==> config.mk <==
export PLATFORM = sky130hd
export DESIGN_NAME = sc3_pixel_cell
export DESIGN_NICKNAME = d
export VERILOG_FILES = /design/src/sc3_pkg.sv /design/src/sc3_pixel_cell.sv
export SDC_FILE = /design/constraint.sdc
export NUM_CORES = 1
export LEC_CHECK = 0
export BUFFER_PORTS_ARGS = -buffer_cell sky130_fd_sc_hd__buf_4
export CAP_MARGIN = 20
export CORE_AREA = 2 2 39 41
export DETAILED_ROUTE_END_ITERATION = 12
export DIE_AREA = 0 0 41 43
export SLEW_MARGIN = 20
export SYNTH_ARGS = -nofsm -noshare
export SYNTH_HDL_FRONTEND = slang
export SYNTH_SLANG_ARGS = --single-unit
==> constraint.sdc <==
create_clock -name clk -period 0.9 [get_ports clk]
set_clock_uncertainty 0.15 [all_clocks]
set_input_delay 0.18 -clock clk [delete_from_list [all_inputs] [get_ports clk]]
set_output_delay 0.18 -clock clk [all_outputs]
set_load 0.01 [all_outputs]
==> src/sc3_pkg.sv <==
// Package for the 3x3 cross stencil: field widths, register indexes,
// the result type and the stencil arithmetic. Depends on nothing.
package sc3_pkg;

    localparam int PIXEL_W      = 8;
    localparam int WIDTH_REG_W  = 12;
    localparam int HEIGHT_REG_W = 13;
    localparam int CFG_DATA_W   = 13;
    localparam int CFG_INDEX_W  = 1;

    localparam logic [CFG_INDEX_W-1:0] REG_IMAGE_WIDTH  = 1'b0;
    localparam logic [CFG_INDEX_W-1:0] REG_IMAGE_HEIGHT = 1'b1;

    localparam logic [WIDTH_REG_W-1:0]  WIDTH_RESET  = 12'd2048;
    localparam logic [HEIGHT_REG_W-1:0] HEIGHT_RESET = 13'd4096;

    localparam int MIN_SIZE    = 3;
    localparam int CENTER_GAIN = 5;

    // Result queue: three entries, so a full rate stream never stalls while
    // one result waits in the queue and another is on its way.
    localparam int OUT_DEPTH = 3;
    localparam int OUT_PTR_W = 2;
    localparam int OUT_CNT_W = 2;

    typedef logic [PIXEL_W-1:0] pixel_t;

    typedef struct packed {
        pixel_t pixel;
        logic   last;
    } result_t;

    // up + down + left + right - 5 * centre, wrapped modulo 256.
    function automatic pixel_t cross_stencil(input pixel_t up, input pixel_t down,
                                             input pixel_t left, input pixel_t right,
                                             input pixel_t center);
        pixel_t gain;
        pixel_t weighted;
        gain     = PIXEL_W'(CENTER_GAIN);
        weighted = pixel_t'(gain * center);
        return pixel_t'(up + down + left + right - weighted);
    endfunction

endpackage

==> src/sc3_pixel_cell.sv <==
// One window cell: a pixel register that takes its neighbour's pixel on
// every shift. Depends on sc3_pkg.
module sc3_pixel_cell
(
    input  logic            clk,
    input  logic            rst_n,
    input  logic            shift_en,
    input  sc3_pkg::pixel_t pixel_d,
    output sc3_pkg::pixel_t pixel_q
);

    sc3_pkg::pixel_t pixel_reg;

    always_ff @(posedge clk or negedge rst_n)
    begin
        if (!rst_n)
        begin
            pixel_reg <= '0;
        end
        else if (shift_en)
        begin
            pixel_reg <= pixel_d;
        end
    end

    assign pixel_q = pixel_reg;

endmodule

==> flow_metrics.py <==
metrics = {
    "critical_path": {
        "r2r_start": "pixel_q[4]",
        "crit_start": "pixel_q[7]",
        "arrival_ns": 0.77,
        "path_class": "reg2out",
        "slowest_delay_ns": 0.39,
        "worst-path-stages": 1,
        "crit_family": "flip-flops",
        "regToRegSetupSlack_ns": -0.15,
        "worstSetupStartpointType": "flip-flop",
        "end_kind": "output port",
        "r2r-end": "pixel_q[4]",
        "crit_path_max_fanout": 2,
        "worstPathRequired_ns": 0.57,
        "cpMaxStageDelayCell": "dfrtp_1",
        "path_cells": "buf_6",
        "cp_num_buf_inv": 1,
        "crit_path_end": "pixel_q[7]",
        "r2r.worst_path.cells": 2,
    },
    "synth": {
        "synth.area.top_cells": "dfrtp_1 (60%), mux2_4 (36%), buf_6 (3.4%)",
        "yosys.area.top_type": "dfrtp_1",
        "synth_top_area_share_pct": 60.4,
        "yosysWarnings": 0,
        "yosys_register_bits": 8,
        "synth_nets": 28,
        "synthCells": 17,
        "syn_avg_cell_area_um2": 19.5,
        "syn_area_um2": 332,
        "synth_cell_types": 3,
        "ys_seq_area_share_pct": 60.4,
    },
    "final_layout": {
        "syn_to_final_growth_pct": 81.5,
        "fin_nets": 58,
        "drive_gt1_share_pct": 80.0,
        "largest_register_ffs": 8,
        "ff_latch_area_um2": 200,
        "fill_cells": 135,
        "antennaDiodeCount": 0,
        "multi_input_area_um2": 120,
    },
    "timing": {
        "min_period_ns": 1.10,
        "max_freq_mhz": 911,
        "hold_viol": 0,
        "tightest_slew_ns": 0.151,
        "tns_ns": -2.51,
        "setup_viol": 16,
        "maxSlewHeadroom_pct": 89.9,
        "hold_slack_ns": 0.0107,
        "finalCritPeriodShare_pct": 122,
        "slew_violations": 0,
        "rsz0062_at_grt": "true",
        "timing.final.ws_setup_ns": -0.198,
    },
    "drt": {
        "first_pass_iters": 1,
        "drt_iter0_markers": 0,
        "vias": 250,
        "detail-route-antenna-nets": 0,
        "vias_per_cell": 4.10,
        "routed_wl_um": 749,
        "drcViolationCount": 0,
        "avgRoutedWirePerCell_um": 12.3,
    },
    "clock_tree": {
        "clockBufferDepth": 2,
        "cts_tree": "done",
        "clk_latency_ns": 0.24,
        "cts_max_level": 1,
        "root_buffer": "clkbuf_4",
        "clock_sinks": 8,
        "clk_pin_slew_ns": 0.05,
        "cts_buffers": 3,
    },
    "run": {
        "max_cap_violations": 0,
    },
    "floorplanning": {
        "die_h_um": 43,
        "io_pins": 19,
        "die_x_um": 41,
        "initial_utilization_pct": 24.0,
        "row_count": 14,
        "fp.dieArea_um2": 1760,
        "fp.coreArea_um2": 1380,
    },
    "pwr": {
        "power_density_nw_per_um2": 1580,
        "leakage_nw": 0.311,
        "peakVddDrop_v": 0.000561,
    },
    "run_status": {
        "violations": "setup timing",
        "outcome": "complete, but fails checks",
    },
    "placed_design": {
        "place.gp.congestion": 0.612,
        "place_hpwl_um": 560,
        "place.port_buffers": 18,
    },
    "global_route": {
        "antenna_found_initial": 0,
        "grt_max_degree": 9,
        "grt_overflow": 0,
        "grt_first_pass_wirelength_um": 1160,
        "grt_pass1_vias": 296,
        "grt_usage_pct": 10.4,
    },
    "hold_path": {
        "hold_path.class": "in2reg",
    },
}
==> power breakdown <==
group	leakage [nW]	internal (W)	switching, W
Clock	0.0138	0.000152	0.000108
Combinational	0.204	0.000192	0.0000733
Sequential	0.0935	0.000397	0.0000282
Total	0.311	0.000740	0.000210
==> logic make-up after synthesis <==
logic type	Yosys count	synth area share, %
multiplexers	8	36.2
buffers and inverters	1	3.40
flip-flops	8	60.4
==> final cells by class <==
type / count / share of cell area [%]
multi-input combinational: 8 / 20.0
tap: 16 / 3.33
timing repair buffer: 26 / 39.7
sequential: 8 / 33.3
clock buffer: 3 / 3.74
==> worst min-delay path by stage <==
stage,start,to,cells after the start
6_report,pixel_d[2],pixel_q[2],2
5_1_grt,pixel_d[2],pixel_q[2],2
4_1_cts,pixel_d[2],pixel_q[2],2
3_5_place_dp,rst_n,pixel_q[6],1
3_3_place_gp,rst_n,pixel_q[5],1
2_1_floorplan,rst_n,pixel_q[0],0
==> layout by cell type (no fill, tap or decap) <==
cell,count
buf_4,14
dlygate4sd3_1,1
dfrtp_1,8
clkbuf_4,3
mux2_4,8
buf_6,11
==> cell usage after synthesis <==
master   n
buf_6    1
mux2_4   8
dfrtp_1  8
==> timing repair <==
action                     CTS  global route
gates resized for setup      8             3
hold endpoints to repair     8             0
setup endpoints to repair   16            16
pin swaps                    0             0
setup buffers                6             1
hold buffers                 1             0
==> per-layer routing <==
layer,wire (µm),track usage (%),vias up
li1,-,-,115
met1,314,11.6,118
met2,347,15.3,17
met3,87,5.24,0
met4,0,6.00,0
met5,0,0,-
==> stage by stage <==
stage               utilization [%]  instance area [µm²]  total power (W)  setup WS (ns)  cells
floorplan                         -                  332         0.000509        -0.0293     17
global placement               34.4                  475         0.000605        -0.0309     50
detailed placement             34.4                  475         0.000612        -0.0557     50
CTS                            42.1                  583         0.000954         -0.205     60
global route                   43.5                  602          0.00101         -0.227     61
finish                         43.5                  602         0.000950         -0.198     61
Note: power is estimated with default switching activity, not from simulation.
