[config.mk]
export PLATFORM = sky130hd
export DESIGN_NAME = sc3_out_fifo
export DESIGN_NICKNAME = d
export VERILOG_FILES = /design/src/sc3_pkg.sv /design/src/sc3_out_fifo.sv
export SDC_FILE = /design/constraint.sdc
export NUM_CORES = 1
export LEC_CHECK = 0
export BUFFER_PORTS_ARGS = -buffer_cell sky130_fd_sc_hd__buf_2
export CORE_MARGIN = 4
export CORE_UTILIZATION = 40
export DETAILED_ROUTE_END_ITERATION = 16
export RECOVER_POWER = 50
export REMOVE_ABC_BUFFERS = 1
export SLEW_MARGIN = 40
export SYNTH_ARGS = -nofsm -noshare
export SYNTH_HDL_FRONTEND = slang
export SYNTH_SLANG_ARGS = --single-unit
[constraint.sdc]
create_clock -name clk -period 4.4 [get_ports clk]
set_input_delay 0 -clock clk [delete_from_list [all_inputs] [get_ports clk]]
set_output_delay 0 -clock clk [all_outputs]
set_load 0.005 [all_outputs]
[src/sc3_pkg.sv]
// Package for the 3x3 cross stencil: field widths, register indexes,
// the result type and the stencil arithmetic. Depends on nothing.
package sc3_pkg;

    localparam int PIXEL_W      = 8;
    localparam int WIDTH_REG_W  = 12;
    localparam int HEIGHT_REG_W = 13;
    localparam int CFG_DATA_W   = 13;
    localparam int CFG_INDEX_W  = 1;

    localparam logic [CFG_INDEX_W-1:0] REG_IMAGE_WIDTH  = 1'b0;
    localparam logic [CFG_INDEX_W-1:0] REG_IMAGE_HEIGHT = 1'b1;

    localparam logic [WIDTH_REG_W-1:0]  WIDTH_RESET  = 12'd2048;
    localparam logic [HEIGHT_REG_W-1:0] HEIGHT_RESET = 13'd4096;

    localparam int MIN_SIZE    = 3;
    localparam int CENTER_GAIN = 5;

    // Result queue: three entries, so a full rate stream never stalls while
    // one result waits in the queue and another is on its way.
    localparam int OUT_DEPTH = 3;
    localparam int OUT_PTR_W = 2;
    localparam int OUT_CNT_W = 2;

    typedef logic [PIXEL_W-1:0] pixel_t;

    typedef struct packed {
        pixel_t pixel;
        logic   last;
    } result_t;

    // up + down + left + right - 5 * centre, wrapped modulo 256.
    function automatic pixel_t cross_stencil(input pixel_t up, input pixel_t down,
                                             input pixel_t left, input pixel_t right,
                                             input pixel_t center);
        pixel_t gain;
        pixel_t weighted;
        gain     = PIXEL_W'(CENTER_GAIN);
        weighted = pixel_t'(gain * center);
        return pixel_t'(up + down + left + right - weighted);
    endfunction

endpackage

[src/sc3_out_fifo.sv]
// Small result queue that parts the stencil from the output stream.
// Depends on sc3_pkg.
module sc3_out_fifo
(
    input  logic                            clk,
    input  logic                            rst_n,
    input  logic                            push,
    input  sc3_pkg::result_t                push_data,
    input  logic                            pop,
    output sc3_pkg::result_t                head,
    output logic                            not_empty,
    output logic [sc3_pkg::OUT_CNT_W-1:0]   count
);

    sc3_pkg::result_t                    store_reg [sc3_pkg::OUT_DEPTH];
    logic [sc3_pkg::OUT_PTR_W-1:0]       wr_ptr_reg;
    logic [sc3_pkg::OUT_PTR_W-1:0]       rd_ptr_reg;
    logic [sc3_pkg::OUT_CNT_W-1:0]       count_reg;
    logic [sc3_pkg::OUT_PTR_W-1:0]       wr_ptr_next;
    logic [sc3_pkg::OUT_PTR_W-1:0]       rd_ptr_next;
    logic [sc3_pkg::OUT_CNT_W-1:0]       count_next;

    always_comb
    begin
        wr_ptr_next = wr_ptr_reg;
        rd_ptr_next = rd_ptr_reg;
        if (push)
        begin
            wr_ptr_next = (wr_ptr_reg == sc3_pkg::OUT_PTR_W'(sc3_pkg::OUT_DEPTH - 1))
                        ? '0 : wr_ptr_reg + sc3_pkg::OUT_PTR_W'(1);
        end
        if (pop)
        begin
            rd_ptr_next = (rd_ptr_reg == sc3_pkg::OUT_PTR_W'(sc3_pkg::OUT_DEPTH - 1))
                        ? '0 : rd_ptr_reg + sc3_pkg::OUT_PTR_W'(1);
        end
        case ({push, pop})
            2'b10:   count_next = count_reg + sc3_pkg::OUT_CNT_W'(1);
            2'b01:   count_next = count_reg - sc3_pkg::OUT_CNT_W'(1);
            default: count_next = count_reg;
        endcase
    end

    always_ff @(posedge clk or negedge rst_n)
    begin
        if (!rst_n)
        begin
            wr_ptr_reg <= '0;
            rd_ptr_reg <= '0;
            count_reg  <= '0;
        end
        else
        begin
            wr_ptr_reg <= wr_ptr_next;
            rd_ptr_reg <= rd_ptr_next;
            count_reg  <= count_next;
        end
    end

    always_ff @(posedge clk)
    begin
        if (push)
        begin
            store_reg[wr_ptr_reg] <= push_data;
        end
    end

    assign head      = store_reg[rd_ptr_reg];
    assign not_empty = (count_reg != '0);
    assign count     = count_reg;

endmodule

==> reports/results.txt, run 1 <==
outcome - completed
DR iter-0 viols - 8
final instance area - 1600 um^2
total I/O pin count - 25
H-tree depth - 2
Least-Margin Pin Slew - 0.707 ns
core area - 3050 um^2
Synth Instances - 81
final setup skew - 0.00678 ns
Final HPWL DP - 1380 um
Fillers - 300
postcts setup bufs - 0
most common cell after layout, fill and taps aside - edfxtp_1
Final nets - 134
GRT Residual Overflow - 0
clock insertion delay at the later pin of the skew report - 0.32 ns
Mean Syn Cell Area - 15.7 um^2
share of layout cells above drive strength 1 - 0.198
P&R area growth vs syn - 25.4%
Max Cap Viol - 0
TritonCTS clock tree - yes
post-cts repair resize count - 0
Yosys Warn Count - 0
Pre-antenna DRT Iters - 4
post-route ant nets - 0
DP Area - 1430 um^2
Reg clk slew, reported paths - 0.09 ns
flops & latches, synth - 33
Peak Freq - 654 MHz
starting density of the core - 0.417
fin crit period - 1.53 ns
Final TNS setup - 0 ns
first-pass GRT wire length - 3640 um
Routed WL - 2140 um
critical path class - flip-flop to output port
# rows - 20
GPL Wtd Cong - 0.722
PwrDens - 494 nW/um^2
drt wl/cell - 13.0 um
Fin. Hold Viols - 0
Num CTS Buffers - 5
clk buf depth - 2
via count - 738
Slew HR - 0.527
Layout Utilization - 0.523
chip height - 64.4 um
Worst IR Drop VDD - 0.000213 V
initial antenna violation count - 0
DRC violations left - 0
Post-Place Cells - 146
number of max-slew violations in the final report - 0
CP startpoint kind - flip-flop
pre-CTS WS - 2.85 ns
Die X - 64.4 um
Worst Setup End Kind - output port
worst setup margin - 2.87 ns
synthesized cell area - 1270 um^2
reg2reg setup slack - 2.94 ns
largest net degree at the start of global routing - 21
most frequent cells in the layout - edfxtp_1, clkbuf_1, buf_2
die area - 4150 um^2
Cell Count, Final, Fillers Out - 165
LEAKAGE - 0.607 nW
via-per-instance ratio - 4.47
HP Class - input port to flip-flop
CP max FO - 10
vias in the first global route - 811
PortBufs - 24
Worst EP arrival - 1.53 ns
clock sinks - 33
crit share post-route - 0.347
Root Buffer - clkbuf_4
ant diodes - 0
# setup viols final - 0
register area share after synthesis - 0.754
CP Data Required Time - 4.40 ns
Cell variety after synth - 17
GRT Total Usage - 0.119
RSZ-0062 raised after global routing - no
Largest register FFs - 27
-- worst paths after layout --
kind,start,endpoint,depth (start not counted)
setup reg to reg,wr_ptr_reg[1],store_reg[2][1],1
setup / recovery,rd_ptr_reg[0],head[0],3
hold reg to reg,count[1],count[1],1
hold / removal,push,wr_ptr_reg[0],3
max in group asynchronous,rst_n,wr_ptr_reg[0],2
min in group asynchronous,rst_n,rd_ptr_reg[1],2
-- synthesized netlist by cell type --
cell / n / share of area
dfrtp_1: 6 / 0.12
or2_1: 1 / 0.0049
o21ai_1: 10 / 0.039
xnor2_1: 2 / 0.014
buf_4: 2 / 0.012
mux2i_1: 10 / 0.079
nor3_2: 1 / 0.0079
nor2_1: 2 / 0.0059
nand2_1: 10 / 0.029
nand2b_1: 2 / 0.0098
a21o_1: 2 / 0.012
inv_2: 2 / 0.0059
edfxtp_1: 27 / 0.64
nor3b_1: 1 / 0.0059
ha_1: 1 / 0.0098
xor2_1: 1 / 0.0069
buf_2: 1 / 0.0039
-- critical path, cell delays in order, from the launching register on --
cell and delay [ns]:
dfrtp_1 0.72, mux2i_1 0.26, o21ai_1 0.08, buf_2 0.15
-- through the flow --
step           hold WS (ns)  total power (W)
3_5_place_dp         -0.167         0.000622
6_report             0.0525         0.000789
5_1_grt              0.0466         0.000840
4_1_cts              0.0166         0.000800
2_1_floorplan        -0.296         0.000542
3_3_place_gp         -0.172         0.000613
-- power breakdown --
part | leakage (nW) | total, W | switching (W) | internal (W)
logic | 0.249 | 0.000164 | 0.0000784 | 0.0000852
registers | 0.322 | 0.000456 | 0.0000516 | 0.000404
clock network | 0.0357 | 0.000170 | 0.0000946 | 0.0000751
-- routing by layer --
layer  vias to the layer above  track usage  share of wire
met5                         -            0              0
met4                         0       0.0633          0.019
met3                         5       0.0416          0.053
met2                        15        0.200           0.52
met1                       345        0.133           0.41
li1                        373            -              -
-- kinds of logic (layout without fill, tap and decap cells) --
family | after synthesis | in the layout | synth area share
AOI/OAI and AO/OA | 12 | 12 | 0.0511
and+or+nand+nor | 17 | 17 | 0.0639
adders and majority gates | 1 | 1 | 0.00982
DFF | 33 | 33 | 0.754
xor gates and xnor gates | 3 | 3 | 0.0206
buffers and inverters | 5 | 45 | 0.0216
muxes | 10 | 10 | 0.0786
-- repair_timing --
item,in CTS,in global routing
hold buffers,11,0
setup endpoints to repair,0,0
endpoints found under the hold margin,35,0
-- layout make-up --
cell class,count,area (um^2),share of cell area
Timing Repair Buffer,35,215,0.135
Inverter,2,7.51,0.00470
Sequential cell,33,961,0.601
Multi-Input combinational cell,43,299,0.187
Tap cell,44,55.1,0.0345
Clock inverter,2,8.76,0.00548
Clock buffer,6,51.3,0.0321
Note: power is estimated with default switching activity, not from simulation.
==> run 2, diff against run 1 <==
clock period = 1.35 ns   (was 4.4 ns; I/O delays follow)
==> run 2 against run 1 <==
  * Largest cell class unchanged
  * Combinational power rose to 4.1 times the previous value
  * Sequential power rose to 3.1 times the previous value
  * Design area rose by 2.8%
  * Cell count rose by 4.8%
  * Flip-flop and latch count did not move
  * Register-to-register slack got worse by 2.8 ns
  * Critical path type unchanged
  * Highest routed layer unchanged
  * First-iteration DRC count rose by 50%
  * Setup slack got worse by 2.8 ns
  * Die area did not move
  * Sequential share of layout area fell by 1.6 points
==> reports/results.txt, run 2 (synthesis results as in run 1) <==
DR iter-0 viols - 12
TritonCTS clock tree - yes
chip height - 64.4 um
GRT Total Usage - 0.122
Fin. Hold Viols - 0
clk buf depth - 2
CP startpoint kind - flip-flop
fin crit period - 1.25 ns
outcome - completed
Worst EP arrival - 1.25 ns
Crit Reg-Reg Endpoint - store_reg[2][0]
Worst Setup End Kind - output port
# rows - 20
final setup skew - 0.00475 ns
ant diodes - 0
Max Cap Viol - 0
pre-CTS WS - 0.175 ns
Routed WL - 2130 um
Worst R2R Start - wr_ptr_reg[0]
Least-Margin Pin Slew - 0.333 ns
die area - 4150 um^2
number of max-slew violations in the final report - 0
Die X - 64.4 um
CP max FO - 10
Layout Utilization - 0.538
P&R area growth vs syn - 29.0%
crit share post-route - 0.929
Final HPWL DP - 1540 um
reg2reg setup slack - 0.18 ns
Num CTS Buffers - 5
via count - 760
Worst IR Drop VDD - 0.000730 V
CP Data Required Time - 1.35 ns
postcts setup bufs - 0
vias in the first global route - 777
critical path class - flip-flop to output port
HP Class - input port to flip-flop
initial antenna violation count - 0
most common cell after layout, fill and taps aside - edfxtp_1
post-route ant nets - 0
Fillers - 286
GRT Residual Overflow - 0
core area - 3050 um^2
Root Buffer - clkbuf_4
R2R depth - 2
Hold WS - 0.0287 ns
starting density of the core - 0.417
hold depth - 3
Slew HR - 0.778
CP startpoint - rd_ptr_reg[0]
Reg clk slew, reported paths - 0.09 ns
Worst Setup EP - head[0]
Final nets - 142
via-per-instance ratio - 4.39
PortBufs - 24
GPL Wtd Cong - 0.702
share of layout cells above drive strength 1 - 0.233
clock insertion delay at the later pin of the skew report - 0.32 ns
Cell Count, Final, Fillers Out - 173
Peak Freq - 797 MHz
LEAKAGE - 0.641 nW
Largest register FFs - 27
clock sinks - 33
total I/O pin count - 25
Post-Place Cells - 154
first-pass GRT wire length - 3640 um
H-tree depth - 2
DRC violations left - 0
most frequent cells in the layout - edfxtp_1, clkbuf_1, buf_2
Pre-antenna DRT Iters - 4
# setup viols final - 0
PwrDens - 1570 nW/um^2
drt wl/cell - 12.3 um
worst setup margin - 0.0952 ns
largest net degree at the start of global routing - 14
RSZ-0062 raised after global routing - yes
[run 2: area by class of cell]
type	count	area, um^2	area share
Sequential cell	33	962	0.586
Timing Repair Buffer	43	284	0.173
Clock buffer	8	48.8	0.0297
Multi-Input combinational cell	43	285	0.174
Tap cell	44	55.1	0.0335
Inverter	2	7.51	0.00457
[run 2: timing repair]
item | 4_1_cts | 5_1_grt
hold buffers | 11 | 0
setup endpoints to repair | 0 | 9
resized for setup | 0 | 3
hold endpoints to repair | 35 | 0
[run 2: worst min path at each step]
stage               start            end  slack (ns)
floorplan           rst_n       count[0]       -0.30
global placement    rst_n  rd_ptr_reg[0]       -0.17
detailed placement  rst_n  rd_ptr_reg[0]       -0.17
CTS                  push  wr_ptr_reg[0]       0.004
global route         push  wr_ptr_reg[0]       0.002
finish               push  wr_ptr_reg[0]        0.03
[run 2: per-layer routing]
layer / vias up / global-route usage / part of all wire
met1: 350 / 0.142 / 0.43
li1: 393 / - / -
met4: 0 / 0.0633 / 0.011
met3: 2 / 0.0572 / 0.055
met2: 15 / 0.188 / 0.50
met5: - / 0 / 0
[run 2: worst max-delay path: stages, from the launching register on]
cell	delay (ns)
dfrtp_1	0.39
buf_8	0.16
mux2i_1	0.12
o21ai_1	0.13
buf_2	0.13
[run 2: power breakdown]
group / internal (W) / switching (W) / leakage [nW]
Clock: 0.000207 / 0.000284 / 0.0265
Sequential: 0.00132 / 0.000100 / 0.321
Combinational: 0.000349 / 0.000323 / 0.294
[run 2: stage by stage]
stage | setup TNS, ns | instance area [um^2] | total power (W)
after floorplan | -1.84 | 1250 | 0.00177
after global placement | 0 | 1490 | 0.00208
after detailed placement | 0 | 1490 | 0.00210
after CTS | 0 | 1650 | 0.00264
after global routing | -0.0132 | 1640 | 0.00279
final | 0 | 1640 | 0.00258
==> run 3, diff against run 2 <==
==> constraint.sdc (replaced) <==
create_clock -name clk -period 1.35 [get_ports clk]
set_input_delay 0.405 -clock clk [delete_from_list [all_inputs] [get_ports clk]]
set_output_delay 0.405 -clock clk [all_outputs]
set_load 0.005 [all_outputs]
==> run 3 against run 2 <==
  * The run now ends with setup timing left
  * Clock power hardly changed
  * Critical endpoint is now head[6]
  * Setup slack worse by 0.42 ns
  * Design area is 1.5% lower
  * Global-route usage is 0.38 points higher
  * Cell count is 2.9% lower
  * Die area stayed put
  * Flip-flop and latch count stayed put
  * Core utilization is 0.82 points lower
  * Clock-buffer cell count stayed put
  * Largest cell class unchanged
  * Fmax is 25% lower
  * Via count is 2.4% lower
  * Non-clock buffer count is 5 lower
==> reports/results.txt, run 3 (synthesis results as in run 1) <==
outcome - finished with violations
violated checks - setup timing
initial antenna violation count - 0
drt wl/cell - 12.9 um
sw frac - 0.272
Power Total - 0.00277 W
Pint - 0.00201 W
delay-heaviest family, CP - flip-flops
worst setup margin - -0.323 ns
Gate power share - 0.316
number of max-slew violations in the final report - 0
DR iter-0 viols - 21
Slew HR - 0.785
sw power - 0.000753 W
crit-path cells - buf_12 -> mux2i_1 -> o21ai_1 -> buf_2
CP startpoint kind - flip-flop
Worst EP arrival - 1.27 ns
H-tree depth - 2
GRT Total Usage - 0.126
post-route ant nets - 0
first-pass GRT wire length - 3620 um
Final HPWL DP - 1500 um
Worst Setup End Kind - output port
HP Class - input port to flip-flop
clk buf depth - 2
PwrDens - 1710 nW/um^2
starting density of the core - 0.417
Reg clk slew, reported paths - 0.08 ns
total I/O pin count - 25
vias in the first global route - 723
fin crit period - 1.67 ns
Fin. Hold Viols - 0
final setup skew - 0.00427 ns
Worst IR Drop VDD - 0.000735 V
Final nets - 137
clock sinks - 33
GPL Wtd Cong - 0.726
# rows - 20
# setup viols final - 10
Num CTS Buffers - 5
Pre-antenna DRT Iters - 4
Routed WL - 2160 um
chip height - 64.4 um
Clk pwr share - 0.179
Flop pwr share - 0.506
Cell Count, Final, Fillers Out - 168
die area - 4150 um^2
RSZ-0062 raised after global routing - yes
Post-Place Cells - 154
via-per-instance ratio - 4.42
CP Data Required Time - 0.95 ns
Least-Margin Pin Slew - 0.323 ns
Final TNS setup - -2.67 ns
most frequent cells in the layout - edfxtp_1, clkbuf_1, buf_2
multi-input logic area - 285 um^2
slowest stage delay, CP - 0.41 ns
CP max FO - 10
Largest register FFs - 27
critical path class - flip-flop to output port
largest net degree at the start of global routing - 21
share of layout cells above drive strength 1 - 0.282
most common cell after layout, fill and taps aside - edfxtp_1
CP Buf/Inv Count - 2
Register Area - 961 um^2
TritonCTS clock tree - yes
Max Cap Viol - 0
Die X - 64.4 um
ant diodes - 0
core area - 3050 um^2
LEAKAGE - 0.640 nW
Peak Freq - 598 MHz
Fillers - 287
PortBufs - 24
P&R area growth vs syn - 27.0%
DRC violations left - 0
clock insertion delay at the later pin of the skew report - 0.32 ns
via count - 742
Worst path slowest cell - dfrtp_1
GRT Residual Overflow - 0
crit share post-route - 1.24
Root Buffer - clkbuf_4
## run 3: changes by cell type in the layout (fill, tap and decap cells not counted), sizes merged
cell	previous run	this run
dlygate4sd3	11	1
buf	21	27
clkbuf	19	18
## run 3: final cells by class
type / count / share of cell area
clock buffer: 8 / 0.0302
inverter: 2 / 0.00464
multi-input combinational: 43 / 0.176
sequential: 33 / 0.594
tap: 44 / 0.0340
timing repair buffer: 38 / 0.161
## run 3: what timing repair did
action	4_1_cts	5_1_grt
buffers inserted	3	2
setup endpoints to repair	10	12
resized for setup	2	2
hold endpoints to repair	6	0
hold buffers	1	0
## run 3: metal layers
layer  vias to the layer above  global-route usage  part of all wire
li1                        378                   -                 -
met2                        18               0.191              0.49
met3                         2              0.0659             0.065
met1                       344               0.143              0.44
met4                         0              0.0712            0.0060
met5                         -                   0                 0
## run 3: path summary, 6_finish.rpt
path / start / endpoint / slack [ns] / cells past startpoint
worst max-delay path: rd_ptr_reg[0] / head[6] / -0.32 / 4
worst min-delay path: pop / rd_ptr_reg[0] / 0.30 / 2
worst max register to register: wr_ptr_reg[0] / store_reg[2][2] / 0.16 / 2
worst min register to register: wr_ptr_reg[0] / wr_ptr_reg[0] / 0.56 / 1
max in group asynchronous: rst_n / count[1] / 0.63 / 2
min in group asynchronous: rst_n / wr_ptr_reg[0] / 0.48 / 2
## run 3: power by group through the flow
stage | Clock, W | Combinational, W | Sequential, W
after global placement | 0 | 0.000695 | 0.00143
after global routing | 0.000585 | 0.000956 | 0.00142
after detailed placement | 0 | 0.000709 | 0.00144
after floorplan | 0 | 0.000303 | 0.00146
after CTS | 0.000527 | 0.000818 | 0.00140
final | 0.000494 | 0.000874 | 0.00140
## run 3: through the flow
step                       util  setup WS [ns]  hold WS, ns  cell area [um^2]
after floorplan               -         -0.228        0.109              1250
after global placement    0.496         0.0266        0.234              1510
after global routing      0.530         -0.442        0.279              1620
after detailed placement  0.496         0.0259        0.236              1510
after CTS                 0.526         -0.355        0.252              1610
final                     0.530         -0.323        0.304              1620
